`src/hw/rtl/mgbp_pkg.sv`:
```
// Package of the bilinear prolongation core: sizes, codes, payload and tag types.
// No dependencies; every RTL file of the block imports it.
package mgbp_pkg;

	// Grid geometry. The refinement factor is a power of two.
	localparam int MAX_COARSE  = 64;
	localparam int FACTOR_LOG2 = 1;
	localparam int FACTOR      = 1 << FACTOR_LOG2;
	localparam int CIDX_W      = $clog2(MAX_COARSE);
	localparam int DEPTH       = MAX_COARSE * MAX_COARSE;
	localparam int ADDR_W      = $clog2(DEPTH);

	// Field widths.
	localparam int IDX_W  = 8;
	localparam int VAL_W  = 32;
	localparam int OUT_W  = 34;
	localparam int SIZE_W = 7;
	localparam int NW     = SIZE_W + 1;
	localparam int FIDX_W = IDX_W + 1;
	localparam int FT_W   = NW + FACTOR_LOG2;

	// Configuration register.
	localparam int PADDR_W     = 3;
	localparam int REG_IDX_LSB = 2;
	localparam logic REG_COARSE_SIZE = 1'b0;
	localparam logic [SIZE_W-1:0] SIZE_RESET = 7'd64;
	localparam logic [NW-1:0]     SIZE_MIN   = 8'd3;

	// Operation codes.
	localparam logic OP_WRITE = 1'b0;
	localparam logic OP_QUERY = 1'b1;

	typedef struct packed {
		logic                    op;
		logic [IDX_W-1:0]        col;
		logic [IDX_W-1:0]        row;
		logic signed [VAL_W-1:0] coarse_value;
	} req_t;

	typedef struct packed {
		logic signed [OUT_W-1:0] fine_value;
		logic                    in_interior;
	} res_t;

	typedef enum logic [1:0] {
		ST_IDLE,
		ST_READ,
		ST_DRAIN
	} state_t;

	// One coarse neighbor along one axis.
	typedef struct packed {
		logic              vld;
		logic [FIDX_W-1:0] idx;
		logic              dbl;
	} slot_t;

	// Control that travels with each store read to the accumulator.
	typedef struct packed {
		logic       clear;
		logic       vld;
		logic [1:0] shift;
		logic       last;
		logic       zero_res;
	} tag_t;

endpackage

```
`src/hw/rtl/mgbp_accum.sv`:
```
// Accumulator and result register of the prolongation core.
// Depends on mgbp_pkg; fed by the store read data and the sequencer tag.
module mgbp_accum import mgbp_pkg::*; (
	input  logic                    clk,
	input  logic                    arst_n,
	input  tag_t                    tag_s1,
	input  logic signed [VAL_W-1:0] rd_data,
	output logic                    done,
	output res_t                    res
);

	logic signed [OUT_W-1:0] acc_q;
	logic signed [OUT_W-1:0] term;
	logic signed [OUT_W-1:0] sum;

	// Weights are 1, 2 or 4, so each contribution is a shift.
	assign term = tag_s1.vld ? (OUT_W'(rd_data) <<< tag_s1.shift) : '0;
	assign sum  = acc_q + term;

	always_ff @(posedge clk) begin
		if (tag_s1.clear) begin
			acc_q <= '0;
		end else begin
			acc_q <= sum;
		end
	end

	// Result strobe lasts one cycle.
	always_ff @(posedge clk or negedge arst_n) begin
		if (!arst_n) begin
			done <= 1'b0;
		end else begin
			done <= tag_s1.last || tag_s1.zero_res;
		end
	end

	always_ff @(posedge clk) begin
		if (tag_s1.zero_res) begin
			res.fine_value  <= '0;
			res.in_interior <= 1'b0;
		end else if (tag_s1.last) begin
			res.fine_value  <= sum;
			res.in_interior <= 1'b1;
		end
	end

endmodule

```
`config.mk`:
```
export PLATFORM = sky130hd
export DESIGN_NAME = mgbp_accum
export DESIGN_NICKNAME = d
export VERILOG_FILES = /design/src/hw/rtl/mgbp_pkg.sv /design/src/hw/rtl/mgbp_accum.sv
export SDC_FILE = /design/constraint.sdc
export NUM_CORES = 1
export LEC_CHECK = 0
export BUFFER_PORTS_ARGS = -buffer_cell sky130_fd_sc_hd__buf_2
export CORE_ASPECT_RATIO = 0.75
export CORE_MARGIN = 2
export CORE_UTILIZATION = 45
export CTS_BUF_LIST = sky130_fd_sc_hd__clkbuf_8
export DETAILED_ROUTE_END_ITERATION = 6
export PLACE_DENSITY = 0.61
export REMOVE_ABC_BUFFERS = 1
export SYNTH_ARGS = -nofsm -noshare
export SYNTH_HDL_FRONTEND = slang
export SYNTH_SLANG_ARGS = --single-unit
```
`constraint.sdc`:
```
create_clock -name clk -period 3.5 [get_ports clk]
set_input_delay 0 -clock clk [delete_from_list [all_inputs] [get_ports clk]]
set_output_delay 0 -clock clk [all_outputs]
set_load 0.005 [all_outputs]
```
==> results of run 1 <==
[repair_timing]
action | CTS | global route
hold buffers | 2 | 0
endpoints found under the setup margin | 0 | 0
hold endpoints to repair | 1 | 0
[final timing paths]
path | start | endpoint | slack, ps | cells after the start
max | tag_s1[2] | res[33] | 460 | 13
min | tag_s1[0] | res[4] | 140 | 2
max reg2reg | acc_q[0] | res[33] | 560 | 10
min reg2reg | res[23] | res[23] | 480 | 2
max in group asynchronous | arst_n | done | 2930 | 3
min in group asynchronous | arst_n | done | 470 | 3
[Yosys cell counts, drive strengths merged, types with 4 or more instances]
library cell  number
a21o              15
o21a              13
xnor2             13
and2              13
mux2i             34
nor2b              7
clkbuf            31
or3                5
dfxtp             69
mux2               6
o21ai             37
a21oi             36
a221oi             4
nor3               8
inv               13
and3              30
nand2            108
nand3             14
nand4             10
ha                33
o211a              8
a31oi              5
buf               14
a31o               5
nor2              60
a311o              4
xor2              15
[registers in the layout (all words and copies together), names as in the netlist]
name	count
acc_q	34
done	1
res	35
[through the flow]
step | instance area [µm²] | power, µW | setup slack [ps] | instances | util
after global routing | 5902 | 3264 | 314.4 | 865 | 0.5334
after global placement | 5670 | 2317 | 328.3 | 848 | 0.5124
after floorplan | 4995 | 1892 | 480.5 | 618 | -
after detailed placement | 5670 | 2328 | 204.4 | 848 | 0.5124
final | 5902 | 3065 | 460.5 | 865 | 0.5334
after CTS | 5902 | 3059 | 581.9 | 865 | 0.5334
[per-layer routing]
metal / wire, µm / global-route usage / vias to the layer above
met5: 0 / 0 / -
met4: 137 / 0.05072 / 0
met3: 1279 / 0.04646 / 12
met2: 5237 / 0.2937 / 195
met1: 8265 / 0.4178 / 2278
li1: - / - / 2472
[cells by family after synthesis]
family,after synthesis,share of synthesized area
buf+inv,59,0.04404
xor+xnor,28,0.04744
flops,70,0.2720
compound gates,160,0.2256
fa+ha+maj,34,0.08374
mux,40,0.07890
simple gates,272,0.2483
[critical path, stage by stage]
cell and delay, ps:
buf_2 210, buf_12 240, mux2i_1 260, nand2_1 70, and3_1 190, ha_1 380, and2_1 210, o21ai_1 140
a311oi_1 510, nor3b_2 180, o41ai_2 490, nor4b_1 290, a311o_1 160
[cell type report]
class                      count  area (µm²)  share of cell area
multi-input combinational    534        3536              0.5991
sequential                    70        1406              0.2383
clock inverter                 6       87.58             0.01484
clock buffer                   9       123.9             0.02099
tap                          140       175.2             0.02968
inverter                      14       52.55            0.008904
timing repair buffer          92       520.5             0.08819
[power groups by stage]
stage          Sequential, µW  Combinational, µW  Clock (µW)
3_5_place_dp             1040               1290           0
5_1_grt                  1040               1460         766
2_1_floorplan            1030                863           0
3_3_place_gp             1040               1280           0
6_report                 1030               1320         717
4_1_cts                  1020               1300         739
==> results.json, run 1 <==
{
  "wl_per_cell_um": 17.25,
  "io_pins": 76,
  "fin_worst_skew_ps": 8.335,
  "worst_pin_slew_ps": 1006,
  "seq_area_frac_synth": 0.2720,
  "drt_iter0_markers": 391,
  "cp.required_ps": 3800,
  "synth.largest_area_cell": "dfxtp_1",
  "syn_area_mm2": 0.005170,
  "pwr-share-comb": 0.431,
  "grt_first_pass_wirelength_um": 23560,
  "power.density_mw_per_mm2": 519.3,
  "max_freq_ghz": 0.3290,
  "fill_cells": 1060,
  "antenna_found_initial": 0,
  "seqPwrFrac": 0.335,
  "cts-resized-gates": 0,
  "hold_ws_ps": 141.9,
  "ys_top_cells_by_area": "dfxtp_1, ha_1, nand2_1",
  "drive_above_1_share": 0.1655,
  "ir_drop_uv": 286.3,
  "numPortBuffers": 75,
  "via_per_inst": 5.731,
  "ys.warnings.count": 0,
  "endpoint_kind": "register",
  "overflow": 0,
  "holdCritPathClass": "input port to register",
  "clkPwrFrac": 0.234,
  "p_int_uw": 1879,
  "grt_max_degree": 37,
  "cts_tree": "yes",
  "post-route-drc-count": 0,
  "routabilityCongestion": 0.9346,
  "power_switching_uw": 1186,
  "cts_made_buffers": 9,
  "routed_wl_um": 14920,
  "synth_cell_types": 68,
  "chipHeight_um": 96.83,
  "max-cap-violations": 0,
  "coreArea_mm2": 0.01107,
  "crit_type": "input port to register",
  "track_usage": 0.2426,
  "rsz0062_at_grt": "false",
  "dp_hpwl_um": 11460,
  "synth_top_area_frac": 0.2672,
  "setup_violations": 0,
  "final_common_cell": "nand2_1",
  "fin_crit_ps": 3039,
  "critPathMaxFanout": 26,
  "clockBufferDepth": 2,
  "switching_share": 0.3869,
  "root_buffer": "clkbuf_8",
  "p_leak_uw": 0.002859,
  "start_util": 0.4672,
  "fin_crit_sh": 0.8684,
  "rows": 33,
  "synth_edf_count": 0,
  "clk_latency_ps": 360,
  "vias": 4957,
  "die_area_mm2": 0.01237,
  "grt_pass1_vias": 4400,
  "htreeDepth": 3,
  "n_antenna_cell": 0,
  "arrival_ps": 3340,
  "final_antenna_net_count": 0,
  "most-common-layout-cells": "nand2_1, buf_2, dfxtp_1",
  "clock-sinks": 70,
  "first_pass_iters": 5,
  "ys_ff_latch": 70,
  "slew_viol_final": 0,
  "tns_ps": 0,
  "worstSetupStartpointType": "input port",
  "area_delta_synth_final_pct": 14.16,
  "outcome": "completed",
  "synth_cells": 663,
  "synth.avg_cell_area_um2": 7.798,
  "die_w_um": 127.8,
  "ys.flop_type": "dfxtp_1",
  "clk_pin_slew_ps": 80,
  "synth-async-reset-ratio": 0.01429,
  "hold_viol": 0,
  "postCtsSetupBuffers": 0,
  "slew_headroom": 0.3286,
  "fin_nets": 795
}
(Power assumes the default switching activity.)
==> run 2, diff against run 1 <==
Settings changed: ABC_AREA set to 1, CORE_MARGIN 2 to 4, PLACE_DENSITY 0.61 to 0.62.
==> results.json, run 2 <==
{
  "track_usage": 0.2322,
  "power.density_mw_per_mm2": 475.1,
  "cts_tree": "yes",
  "synth.most_common_cell": "nand2_1",
  "hold_viol": 0,
  "synth_top_family_by_area": "simple AND/OR/NAND/NOR gates",
  "use_met1": 0.3655,
  "synth_cells": 732,
  "ys_ff_latch": 70,
  "cts-resized-gates": 0,
  "clock-sinks": 70,
  "synthMuxAreaShare": 0.06197,
  "numPortBuffers": 75,
  "n_antenna_cell": 0,
  "fin_nets": 882,
  "rsz0062_at_grt": "false",
  "overflow": 0,
  "vias": 4995,
  "clockBufferDepth": 2,
  "rows": 32,
  "synth-async-reset-ratio": 0.01429,
  "crit_type": "input port to register",
  "hold_ws_ps": 182.8,
  "ys_top_cells_by_area": "dfxtp_1, nand2_1, ha_1",
  "synth_edf_count": 0,
  "htreeDepth": 3,
  "p_leak_uw": 0.002955,
  "drive_above_1_share": 0.1525,
  "netlist_top_cells_count": "nand2_1, inv_1, nor2_1",
  "drt_iter0_markers": 511,
  "root_buffer": "clkbuf_8",
  "fin_crit_sh": 0.7458,
  "fin_crit_ps": 2610,
  "synth.largest_area_cell": "dfxtp_1",
  "chipHeight_um": 97.87,
  "synth_top_area_frac": 0.2851,
  "max-cap-violations": 0,
  "seq_area_frac_synth": 0.2902,
  "worstSetupStartpointType": "input port",
  "holdPathEnd": "done",
  "coreArea_mm2": 0.01041,
  "use_met3": 0.04101,
  "whs_path_depth": 4,
  "tns_ps": 0,
  "final_common_cell": "nand2_1",
  "clk_latency_ps": 350,
  "holdCritPathClass": "input port to register",
  "slew_headroom": 0.3359,
  "routabilityCongestion": 1.021,
  "die_area_mm2": 0.01251,
  "cp.required_ps": 3720,
  "endpoint_kind": "register",
  "setup_violations": 0,
  "grt_pass1_vias": 4674,
  "largest_register_ff_count": 35,
  "synth_compound_area_frac": 0.1299,
  "synth_cell_types": 31,
  "cts_made_buffers": 9,
  "arrival_ps": 2830,
  "critPathMaxFanout": 33,
  "synth.avg_cell_area_um2": 6.620,
  "grt.busiest_layer": "met1",
  "rrSetupSlack_ps": 1290,
  "routed_wl_um": 14450,
  "postCtsSetupBuffers": 0,
  "r2r-start": "acc_q[0]",
  "synth-simple-area-share": 0.3171,
  "first_pass_iters": 6,
  "met2_usage": 0.3242,
  "start_util": 0.4655,
  "outcome": "completed",
  "most-common-layout-cells": "nand2_1, inv_1, nor2_1",
  "regMostFlops": "res",
  "reg2reg_depth": 15,
  "synthXorXnorAreaFrac": 0.03073,
  "grt_first_pass_wirelength_um": 23480,
  "synth_fa_ha_area_frac": 0.08934,
  "dp_hpwl_um": 11330,
  "antenna_found_initial": 0,
  "clk_pin_slew_ps": 80,
  "io_pins": 76,
  "post-route-drc-count": 0,
  "final_antenna_net_count": 0,
  "reg_top3": "res x35, acc_q x34, done x1",
  "ir_drop_uv": 232.8,
  "ys.warnings.count": 0,
  "grt_max_degree": 36,
  "worst_pin_slew_ps": 996.1,
  "die_w_um": 127.8,
  "crit_path_start": "tag_s1[2]",
  "fin_worst_skew_ps": 7.950,
  "r2r_end": "acc_q[32]",
  "wl_per_cell_um": 15.22,
  "via_per_inst": 5.263,
  "slew_viol_final": 0,
  "syn_area_mm2": 0.004846,
  "min-delay-start": "tag_s1[1]",
  "area_delta_synth_final_pct": 15.72,
  "ys.flop_type": "dfxtp_1",
  "max_freq_ghz": 0.3831
}
==> run 2: worst max-delay path by stage <==
stage	cells after the start	end	slack (ps)
2_1_floorplan	18	res[31]	1270
3_3_place_gp	10	res[15]	630
3_5_place_dp	10	res[15]	570
4_1_cts	10	res[15]	960
5_1_grt	12	res[33]	700
6_report	10	res[15]	890
==> run 2: per-layer routing <==
layer / vias up / wire, µm / share of wire
met1: 2257 / 7648 / 0.53
met5: - / 0 / 0
met4: 0 / 200 / 0.014
met3: 14 / 1133 / 0.078
li1: 2535 / - / -
met2: 189 / 5466 / 0.38
==> run 2: through the flow <==
stage / area, µm² / cells / utilization / total power, µW / setup slack, ps
after floorplan: 4766 / 713 / - / 1632 / 1268
after global placement: 5351 / 929 / 0.5141 / 1927 / 630.7
after detailed placement: 5351 / 929 / 0.5141 / 1934 / 573.5
after CTS: 5608 / 949 / 0.5387 / 2675 / 955.7
after global routing: 5608 / 949 / 0.5387 / 2846 / 702.1
final: 5608 / 949 / 0.5387 / 2664 / 889.8
==> run 2: layout make-up <==
class	instances	area [µm²]
Tap cell	136	170.2
Timing Repair Buffer	84	452.9
Clock buffer	9	123.9
Inverter	83	311.5
Sequential cell	70	1406
Fill cell	1118	4802
Clock inverter	7	92.59
Multi-Input combinational cell	560	3050
==> run 2: timing repair <==
item,CTS,global route
hold buffers,4,0
setup endpoints to repair,0,0
endpoints found under the hold margin,2,0
==> run 2: cell families after synthesis <==
kind of cell | Yosys count
and+or+nand+nor | 364
AOI/OAI and AO/OA | 115
buffers and inverters | 102
DFF | 70
adders and majority gates | 34
muxes | 30
xor gates and xnor gates | 17
==> run 2: critical path, cell delays in order <==
cell and delay (ps):
buf_2 740, mux2i_1 360, o22ai_1 130, ha_1 390, a21oi_1 210, o21ai_0 210
a21oi_1 190, nand2_2 120, xnor2_1 340, o21ai_1 100
==> run 2: power breakdown <==
group          switching (µW)  total (µW)  internal (µW)
logic                     596         950            354
clock network             329         728            399
registers                55.4         986            930
total                     981        2660           1680
