## src/hw/rtl/mgbp_pkg.sv

```systemverilog
// Package of the bilinear prolongation core: sizes, codes, payload and tag types.
// No dependencies; every RTL file of the block imports it.
package mgbp_pkg;

	// Grid geometry. The refinement factor is a power of two.
	localparam int MAX_COARSE  = 64;
	localparam int FACTOR_LOG2 = 1;
	localparam int FACTOR      = 1 << FACTOR_LOG2;
	localparam int CIDX_W      = $clog2(MAX_COARSE);
	localparam int DEPTH       = MAX_COARSE * MAX_COARSE;
	localparam int ADDR_W      = $clog2(DEPTH);

	// Field widths.
	localparam int IDX_W  = 8;
	localparam int VAL_W  = 32;
	localparam int OUT_W  = 34;
	localparam int SIZE_W = 7;
	localparam int NW     = SIZE_W + 1;
	localparam int FIDX_W = IDX_W + 1;
	localparam int FT_W   = NW + FACTOR_LOG2;

	// Configuration register.
	localparam int PADDR_W     = 3;
	localparam int REG_IDX_LSB = 2;
	localparam logic REG_COARSE_SIZE = 1'b0;
	localparam logic [SIZE_W-1:0] SIZE_RESET = 7'd64;
	localparam logic [NW-1:0]     SIZE_MIN   = 8'd3;

	// Operation codes.
	localparam logic OP_WRITE = 1'b0;
	localparam logic OP_QUERY = 1'b1;

	typedef struct packed {
		logic                    op;
		logic [IDX_W-1:0]        col;
		logic [IDX_W-1:0]        row;
		logic signed [VAL_W-1:0] coarse_value;
	} req_t;

	typedef struct packed {
		logic signed [OUT_W-1:0] fine_value;
		logic                    in_interior;
	} res_t;

	typedef enum logic [1:0] {
		ST_IDLE,
		ST_READ,
		ST_DRAIN
	} state_t;

	// One coarse neighbor along one axis.
	typedef struct packed {
		logic              vld;
		logic [FIDX_W-1:0] idx;
		logic              dbl;
	} slot_t;

	// Control that travels with each store read to the accumulator.
	typedef struct packed {
		logic       clear;
		logic       vld;
		logic [1:0] shift;
		logic       last;
		logic       zero_res;
	} tag_t;

endpackage

```

## src/hw/rtl/mgbp_seq.sv

```systemverilog
// Request sequencer: decodes requests, writes samples, walks the neighbor reads.
// Depends on mgbp_pkg; drives the store and the accumulator tag.
module mgbp_seq import mgbp_pkg::*; (
	input  logic                    clk,
	input  logic                    arst_n,
	input  logic                    start,
	input  req_t                    req,
	input  logic [NW-1:0]           n_eff,
	output logic                    busy,
	output logic                    wr_en,
	output logic [ADDR_W-1:0]       wr_addr,
	output logic signed [VAL_W-1:0] wr_data,
	output logic                    rd_en,
	output logic [ADDR_W-1:0]       rd_addr,
	output tag_t                    tag_s1
);

	state_t     state_q, state_d;
	logic [1:0] k_q;
	slot_t      cslot_q [2];
	slot_t      rslot_q [2];
	slot_t      cslot_sel, rslot_sel;
	logic       accept, query, interior;
	logic [FT_W-1:0] fine_top;
	tag_t       tag_d;

	// Neighbor along one axis. The lower slot is the coinciding point or the
	// one just below; the upper slot is the one just above.
	function automatic slot_t coarse_slot(input logic [IDX_W-1:0] f,
			input logic [NW-1:0] n, input logic upper);
		logic [FIDX_W-1:0] fz, fm, fp;
		slot_t s;
		fz = FIDX_W'(f);
		fm = fz - FIDX_W'(1);
		fp = fz + FIDX_W'(1);
		s.vld = 1'b0;
		s.dbl = 1'b0;
		s.idx = fz >> FACTOR_LOG2;
		if (upper) begin
			s.vld = (fp[FACTOR_LOG2-1:0] == '0);
			s.idx = fp >> FACTOR_LOG2;
		end else if (fz[FACTOR_LOG2-1:0] == '0) begin
			s.vld = 1'b1;
			s.dbl = 1'b1;
		end else if (fm[FACTOR_LOG2-1:0] == '0) begin
			s.vld = 1'b1;
			s.idx = fm >> FACTOR_LOG2;
		end
		// Only interior coarse points contribute.
		s.vld = s.vld && (s.idx != '0) && ((s.idx + FIDX_W'(2)) <= FIDX_W'(n));
		return s;
	endfunction

	function automatic logic [ADDR_W-1:0] store_addr(input logic [CIDX_W-1:0] r,
			input logic [CIDX_W-1:0] c);
		return ADDR_W'(ADDR_W'(r) * ADDR_W'(MAX_COARSE)) + ADDR_W'(c);
	endfunction

	assign busy   = (state_q != ST_IDLE);
	assign accept = start && !busy;
	assign query  = (req.op == OP_QUERY);

	// Interior test of the fine point.
	assign fine_top = FT_W'(n_eff - NW'(1)) << FACTOR_LOG2;
	assign interior = (req.col != '0) && (req.row != '0) &&
		(FT_W'(req.col) < fine_top) && (FT_W'(req.row) < fine_top);

	// Sample writes go straight to the store; out-of-range ones are dropped.
	assign wr_en   = accept && !query && (req.col < IDX_W'(MAX_COARSE)) &&
		(req.row < IDX_W'(MAX_COARSE));
	assign wr_addr = store_addr(req.row[CIDX_W-1:0], req.col[CIDX_W-1:0]);
	assign wr_data = req.coarse_value;

	// Neighbor read selected by the step counter.
	assign cslot_sel = cslot_q[k_q[0]];
	assign rslot_sel = rslot_q[k_q[1]];
	assign rd_en     = (state_q == ST_READ) && cslot_sel.vld && rslot_sel.vld;
	assign rd_addr   = store_addr(rslot_sel.idx[CIDX_W-1:0], cslot_sel.idx[CIDX_W-1:0]);

	// Next state and the tag for the accumulator.
	always_comb begin
		state_d        = state_q;
		tag_d.clear    = 1'b0;
		tag_d.vld      = 1'b0;
		tag_d.shift    = 2'(cslot_sel.dbl) + 2'(rslot_sel.dbl);
		tag_d.last     = 1'b0;
		tag_d.zero_res = 1'b0;
		case (state_q)
			ST_IDLE: begin
				if (accept && query) begin
					if (interior) begin
						state_d     = ST_READ;
						tag_d.clear = 1'b1;
					end else begin
						tag_d.zero_res = 1'b1;
					end
				end
			end
			ST_READ: begin
				tag_d.vld  = rd_en;
				tag_d.last = (k_q == 2'd3);
				if (k_q == 2'd3) begin
					state_d = ST_DRAIN;
				end
			end
			ST_DRAIN: begin
				state_d = ST_IDLE;
			end
			default: begin
				state_d = ST_IDLE;
			end
		endcase
	end

	always_ff @(posedge clk or negedge arst_n) begin
		if (!arst_n) begin
			state_q <= ST_IDLE;
			k_q     <= '0;
			tag_s1  <= '0;
		end else begin
			state_q <= state_d;
			tag_s1  <= tag_d;
			if (state_q == ST_READ) begin
				k_q <= k_q + 2'd1;
			end else begin
				k_q <= '0;
			end
		end
	end

	// Neighbor slots captured whenever a request is taken; only queries use them.
	always_ff @(posedge clk) begin
		if (accept) begin
			cslot_q[0] <= coarse_slot(req.col, n_eff, 1'b0);
			cslot_q[1] <= coarse_slot(req.col, n_eff, 1'b1);
			rslot_q[0] <= coarse_slot(req.row, n_eff, 1'b0);
			rslot_q[1] <= coarse_slot(req.row, n_eff, 1'b1);
		end
	end

endmodule

```

## config.mk

```make
export PLATFORM = sky130hd
export DESIGN_NAME = mgbp_seq
export DESIGN_NICKNAME = d
export VERILOG_FILES = /design/src/hw/rtl/mgbp_pkg.sv /design/src/hw/rtl/mgbp_seq.sv
export SDC_FILE = /design/constraint.sdc
export NUM_CORES = 1
export LEC_CHECK = 0
export ABC_AREA = 0
export ABC_CLOCK_PERIOD_IN_PS = 2300
export BUFFER_PORTS_ARGS = -buffer_cell sky130_fd_sc_hd__buf_2
export CORE_UTILIZATION = 35
export CTS_CLUSTER_DIAMETER = 50
export DETAILED_ROUTE_END_ITERATION = 16
export PLACE_DENSITY = 0.7
export SLEW_MARGIN = 5
export SYNTH_ARGS = -nofsm -noshare
export SYNTH_HDL_FRONTEND = slang
export SYNTH_SLANG_ARGS = --single-unit
```

## constraint.sdc

```tcl
create_clock -name clk -period 2.3 [get_ports clk]
set_input_delay 0.345 -clock clk [delete_from_list [all_inputs] [get_ports clk]]
set_output_delay 0.345 -clock clk [all_outputs]
set_load 0.005 [all_outputs]
```

==> out/results.txt, run 1 <==
Syn Area/Cell -> 9.279 um^2
Ports -> 125
Slew Limit Fails -> 0
Switching Share -> 0.3127
Design Power -> 3.084 mW
Iter 0 DRT Violations -> 118
Cts bufs inserted -> 5
Slew headroom -> 0.6863
Total GRT Usage -> 0.1957
Post-synthesis async set-or-reset flop share -> 0.2500
Post-route design area -> 5727 um^2
Drt pass-1 iters -> 4
Commonest non-fill, non-tap cell in the layout -> buf_4
GP Congestion -> 0.9045
HP Start -> req[48]
P_sw -> 0.9645 mW
Clock power share -> 0.248
Gate power share -> 0.414
Synth unique cells -> 54
CP max stage cell -> ha_1
Startpoint Class -> input port
Total gr overflow -> 0
PwrDens -> 538.6 nW/um^2
WHS -> 0.3547 ns
Cell count after synthesis -> 437
Total wire length -> 11,630 um
Max-Cap Viols -> 0
Synthesized Nets -> 556
Run status -> complete, but fails checks
Achievable frequency -> 401.3 MHz
Die area -> 12,020 um^2
Hold path cells -> 3
Routed len/inst -> 16.62 um
Post-DR vias/cell -> 5.140
Buf/Inv on CP -> 4
R2r endpoint -> tag_s1[0]
R2R Path Start -> state_q[1]
Failing checks -> negative setup slack
# nets final -> 678
H-tree depth -> 2
Die width -> 109.6 um
Routed Antenna Nets -> 0
Worst-path fanout max -> 5
DRC -> 0
Post-DP HPWL -> 8913 um
CP top delay family -> adder cells
First-pass GRT wire length -> 17,950 um
Synth Warn # -> 0
Hold crit path type -> in -> reg
Clock period minus final worst setup slack -> 2.492 ns
Skew-Pair Late Insertion Delay -> 0.27 ns
Data arrival, critical path -> 2.52 ns
Share of layout cells above drive strength 1 -> 0.4821
Ordered cell list for the critical path -> buf_8 > buf_12 > inv_12 > ha_4 > nand2_4 > xor2_2 > inv_2 > ha_4 > nand4_1 > o31ai_4 > xor2_1 > ha_1 > and3_4 > nand3_2 > o21ai_1 > a21oi_1 > o22a_1
Worst slew pin tran -> 0.4663 ns
WP data required -> 2.33 ns
Post-synth EDFFs -> 30
R2R depth -> 5
Rows -> 38
Area growth, synth to finish -> 41.22%
Static leakage -> 2.602 nW
CTS tree -> yes
Maximum VDD drop -> 0.5132 mV
Most frequent cells in the layout -> buf_4 (112), buf_2 (55), ha_1 (50), edfxtp_1 (30)
Initial antenna violation count -> 0
Final WS setup -> -0.1918 ns
Clk slew on worst S/H paths -> 0.06 ns
Placed cell areas -> 5075 um^2
Setup Skew -> 0.005694 ns
Inserted Diodes -> 0
# setup viols final -> 5
Clk buf depth -> 2
Setup Crit Path Kind -> in -> reg
Via count -> 3,598
Root Buffer -> clkbuf_16
#FFs+latches synth -> 40
CP most frequent cell -> ha_4
Reg-to-reg slack, setup -> 0.70 ns
Hold path endpoint -> tag_s1[5]
Internal power -> 2.120 mW
Sequential share of the synthesized area -> 0.2839
Slowest stage delay, CP -> 0.30 ns
Pin count of the biggest net entering global routing -> 32
Fill count -> 993
Synth Flop Type -> edfxtp_1
IO Port Bufs -> 60
Number of global-route vias before repair -> 3,646
RSZ-0062 raised after global routing -> yes
Period Utilization, post-route -> 1.083
# clock sinks -> 40
Final Hold Fails -> 0
Synthesized area -> 4055 um^2
Starting Density -> 0.3660
Flop pwr share -> 0.337
Dpl ws -> -0.5555 ns
Core Area -> 11,080 um^2
Critical path endpoint category -> flip-flop
Die Span Y -> 109.6 um
## cell families after synthesis
group / synth area share
mux: 0.04104
simple gates: 0.1608
buf+inv: 0.1299
compound gates: 0.1092
fa+ha+maj: 0.1845
flops: 0.2839
xor+xnor: 0.09071
## worst min-delay path: stages
cell	delay [ns]
buf_2	0.11
nand2_1	0.09
nor2_1	0.05
## routing by layer
| metal | track usage | share of wire | vias up |
|---|---|---|---|
| met5 | 0 | 0 | - |
| met4 | 0.09619 | 0.037 | 0 |
| met3 | 0.02549 | 0.052 | 49 |
| met2 | 0.3230 | 0.47 | 115 |
| met1 | 0.2516 | 0.44 | 1680 |
| li1 | - | - | 1754 |
## how the worst max path moves through the flow
stage             from        endpoint  slack, ns  cells after the start
5_1_grt        req[32]  rslot_q[0][10]      -0.30                     17
6_report       req[32]  rslot_q[0][10]      -0.19                     17
3_3_place_gp   req[33]  rslot_q[1][10]      -0.53                     11
3_5_place_dp   req[33]  rslot_q[1][10]      -0.56                     11
2_1_floorplan  req[32]  rslot_q[1][10]      -0.29                     12
4_1_cts        req[32]  rslot_q[0][10]      -0.11                     17
## power groups by stage
stage / registers [mW] / logic (mW) / clock network (mW)
floorplan: 1.02 / 0.748 / 0
global placement: 1.05 / 1.12 / 0
detailed placement: 1.06 / 1.15 / 0
CTS: 1.05 / 1.24 / 0.776
global route: 1.06 / 1.41 / 0.809
finish: 1.04 / 1.28 / 0.766
## synthesized netlist by cell type, types with 13 or more instances
cell / instances / area [um^2]
xnor2_1: 25 / 219.0
inv_1: 28 / 105.1
nor2_1: 24 / 90.09
buf_4: 45 / 337.8
edfxtp_1: 30 / 900.9
clkbuf_1: 13 / 48.80
o21ai_0: 14 / 70.07
ha_1: 59 / 738.2
mux2_2: 13 / 146.4
xor2_1: 17 / 148.9
nand3_1: 22 / 110.1
nand2_1: 20 / 75.07
## cell type report
class | count | area [um^2] | share of cell area
Inverter | 28 | 145.1 | 0.02534
Clock buffer | 6 | 128.9 | 0.02250
Clock inverter | 2 | 35.03 | 0.006118
Multi-Input combinational cell | 304 | 2793 | 0.4877
Tap cell | 140 | 175.2 | 0.03059
Timing Repair Buffer | 180 | 1299 | 0.2268
Sequential cell | 40 | 1151 | 0.2010
## state kept, by name, indices dropped and copies added (netlist names)
name and cells:
k_q 2, rslot_q 15, tag_s1 6, state_q 2, cslot_q 15
## per-stage QoR
stage | TNS [ns] | std cells | utilization
floorplan | -0.6124 | 437 | -
global placement | -2.385 | 672 | 0.4581
detailed placement | -3.026 | 672 | 0.4581
CTS | -0.2471 | 697 | 0.5038
global route | -0.9886 | 700 | 0.5169
finish | -0.5468 | 700 | 0.5169
## repair_timing
item,CTS,global route
gates resized for setup,44,26
endpoints found under the hold margin,10,0
buffers inserted,16,3
pin swaps,32,21
hold buffers,1,0
endpoints found under the setup margin,6,6
(Power assumes the default switching activity.)
==> inputs of run 2 (changes only) <==
- ABC_CLOCK_PERIOD_IN_PS: 2300 -> 3200
- PLACE_DENSITY: 0.7 -> 0.68
- clock period: 2.3 -> 3.2 ns (I/O delays scaled with it)
==> out/results.txt, run 2 (same netlist as run 1, synthesis figures left out) <==
# nets final -> 580 (-14%)
RSZ-0062 raised after global routing -> no
# setup viols final -> 0 (-5)
PwrDens -> 455.7 nW/um^2 (-15%)
Slew headroom -> 0.6330 (-0.05324)
Post-CTS Setup Repair Bufs -> 0 (-16)
Top flop regs -> cslot_q x15, rslot_q x15, tag_s1 x6
Setup Crit Path Kind -> in -> reg
Share of layout cells above drive strength 1 -> 0.2468 (-0.2354)
Data arrival, critical path -> 3.03 ns (+0.51 ns)
Cts bufs inserted -> 5 (unchanged)
Pin count of the biggest net entering global routing -> 33 (+3.1%)
Maximum VDD drop -> 0.3547 mV (-31%)
WP data required -> 3.29 ns (+0.96 ns)
Routed Antenna Nets -> 0 (unchanged)
Design Power -> 2.025 mW (-34%)
Final setup TNS -> 0 ns (+0.5468 ns)
Slew Limit Fails -> 0 (unchanged)
Final Hold Fails -> 0 (unchanged)
DRC -> 0 (unchanged)
Core Area -> 11,080 um^2 (unchanged)
Starting Density -> 0.3660 (unchanged)
H-tree depth -> 2 (unchanged)
Final WS setup -> 0.2627 ns (+0.4546 ns)
Root Buffer -> clkbuf_16
Drt pass-1 iters -> 5 (+1)
Area growth, synth to finish -> 9.596%
Critical path endpoint category -> flip-flop
Period Utilization, post-route -> 0.9179
First-pass GRT wire length -> 15,810 um (-12%)
Most frequent cells in the layout -> buf_2 (60), ha_1 (59), edfxtp_1 (30), inv_1 (28), xnor2_1 (25)
Via count -> 3,179 (-12%)
Total wire length -> 9646 um (-17%)
# clock sinks -> 40 (unchanged)
Commonest non-fill, non-tap cell in the layout -> buf_2
Startpoint Class -> input port
Clk buf depth -> 2 (unchanged)
Rows -> 38 (unchanged)
Setup Skew -> 0.007385 ns (+0.001690 ns)
Skew-Pair Late Insertion Delay -> 0.28 ns (about the same)
Clk slew on worst S/H paths -> 0.06 ns (about the same)
Iter 0 DRT Violations -> 198 (+68%)
Post-DR vias/cell -> 5.281 (+2.7%)
Achievable frequency -> 340.5 MHz
Die Span Y -> 109.6 um (unchanged)
Routed len/inst -> 16.02 um (-3.6%)
Hold crit path type -> in -> async
Ordered cell list for the critical path -> buf_2 > nand3_2 > xnor2_1 > ha_1 > nand3_1 > o22ai_1 > nand3_1 > o21ai_0 > ha_1 > and3_1 > a221o_1 > a221oi_1
Run status -> complete, no violations
CP max stage cell -> a221o_1
Total GRT Usage -> 0.1701 (-0.02559)
CP top delay family -> compound AO/OA/AOI/OAI gates
Slowest stage delay, CP -> 0.32 ns (+0.02 ns)
Die width -> 109.6 um (unchanged)
CTS tree -> yes
Ports -> 125 (unchanged)
Total gr overflow -> 0 (unchanged)
Buf/Inv on CP -> 1 (-3)
Inserted Diodes -> 0 (unchanged)
Number of global-route vias before repair -> 3,259 (-11%)
Die area -> 12,020 um^2 (unchanged)
Max-Cap Viols -> 0 (unchanged)
IO Port Bufs -> 60 (unchanged)
Clock period minus final worst setup slack -> 2.937 ns
DP Cell Count -> 594 (-12%)
Dpl ws -> -0.002832 ns (+0.5526 ns)
GP Congestion -> 0.9144 (+1.1%)
Static leakage -> 1.990 nW (-24%)
Cts hold-fix bufs -> 0 (-1)
Non-filler cells, final -> 602 (-14%)
Post-DP HPWL -> 7754 um (-13%)
Initial antenna violation count -> 0 (unchanged)
Worst-path fanout max -> 8 (+3)
Resized Gates After CTS -> 0 (-100%)
Worst slew pin tran -> 0.5454 ns (+0.07912 ns)
==> run 2: final timing paths <==
kind | slack, ns | cells past startpoint | from | end
worst max register to register | 1.63 | 5 | state_q[1] | tag_s1[0]
worst min-delay path | 0.05 | 1 | arst_n | tag_s1[5]
worst max-delay path | 0.26 | 12 | req[34] | rslot_q[1][10]
max in group asynchronous | 2.96 | 1 | arst_n | tag_s1[4]
min in group clk | 0.49 | 3 | req[48] | tag_s1[5]
worst min register to register | 0.59 | 2 | rslot_q[1][10] | tag_s1[4]
==> run 2: where the power goes <==
| part | switching (mW) | internal, mW | total [mW] |
|---|---|---|---|
| Combinational | 0.387 | 0.329 | 0.716 |
| Sequential | 0.0548 | 0.695 | 0.749 |
| Clock | 0.194 | 0.366 | 0.560 |
| Total | 0.636 | 1.39 | 2.03 |
==> run 2: layout make-up <==
type | count | area, um^2
Clock inverter | 3 | 42.54
Fill cell | 1101 | 6634
Clock buffer | 5 | 125.1
Tap cell | 140 | 175.2
Timing Repair Buffer | 82 | 465.4
Inverter | 28 | 105.1
Sequential cell | 40 | 1151
Multi-Input combinational cell | 304 | 2380
==> run 2: worst register-to-register path: stages (launching register included) <==
cell and delay, ns:
dfrtp_1 0.36, or2_2 0.31, nor2_2 0.08, buf_4 0.37
nand2_1 0.16, and2b_1 0.22
==> run 2: metal layers <==
metal,routed length (um),GRT usage,up-vias
met5,0,0,-
met4,307,0.08286,0
met3,648,0.02134,44
met2,4359,0.2749,105
met1,4331,0.2243,1471
li1,-,-,1559
==> run 2: through the flow <==
stage,hold slack [ns],util,instance area (um^2)
after detailed placement,0.3503,0.3860,4277
after CTS,0.05144,0.4012,4444
after floorplan,0.1844,-,4055
after global placement,0.3429,0.3860,4277
final,0.05274,0.4012,4444
after global routing,0.06831,0.4012,4444
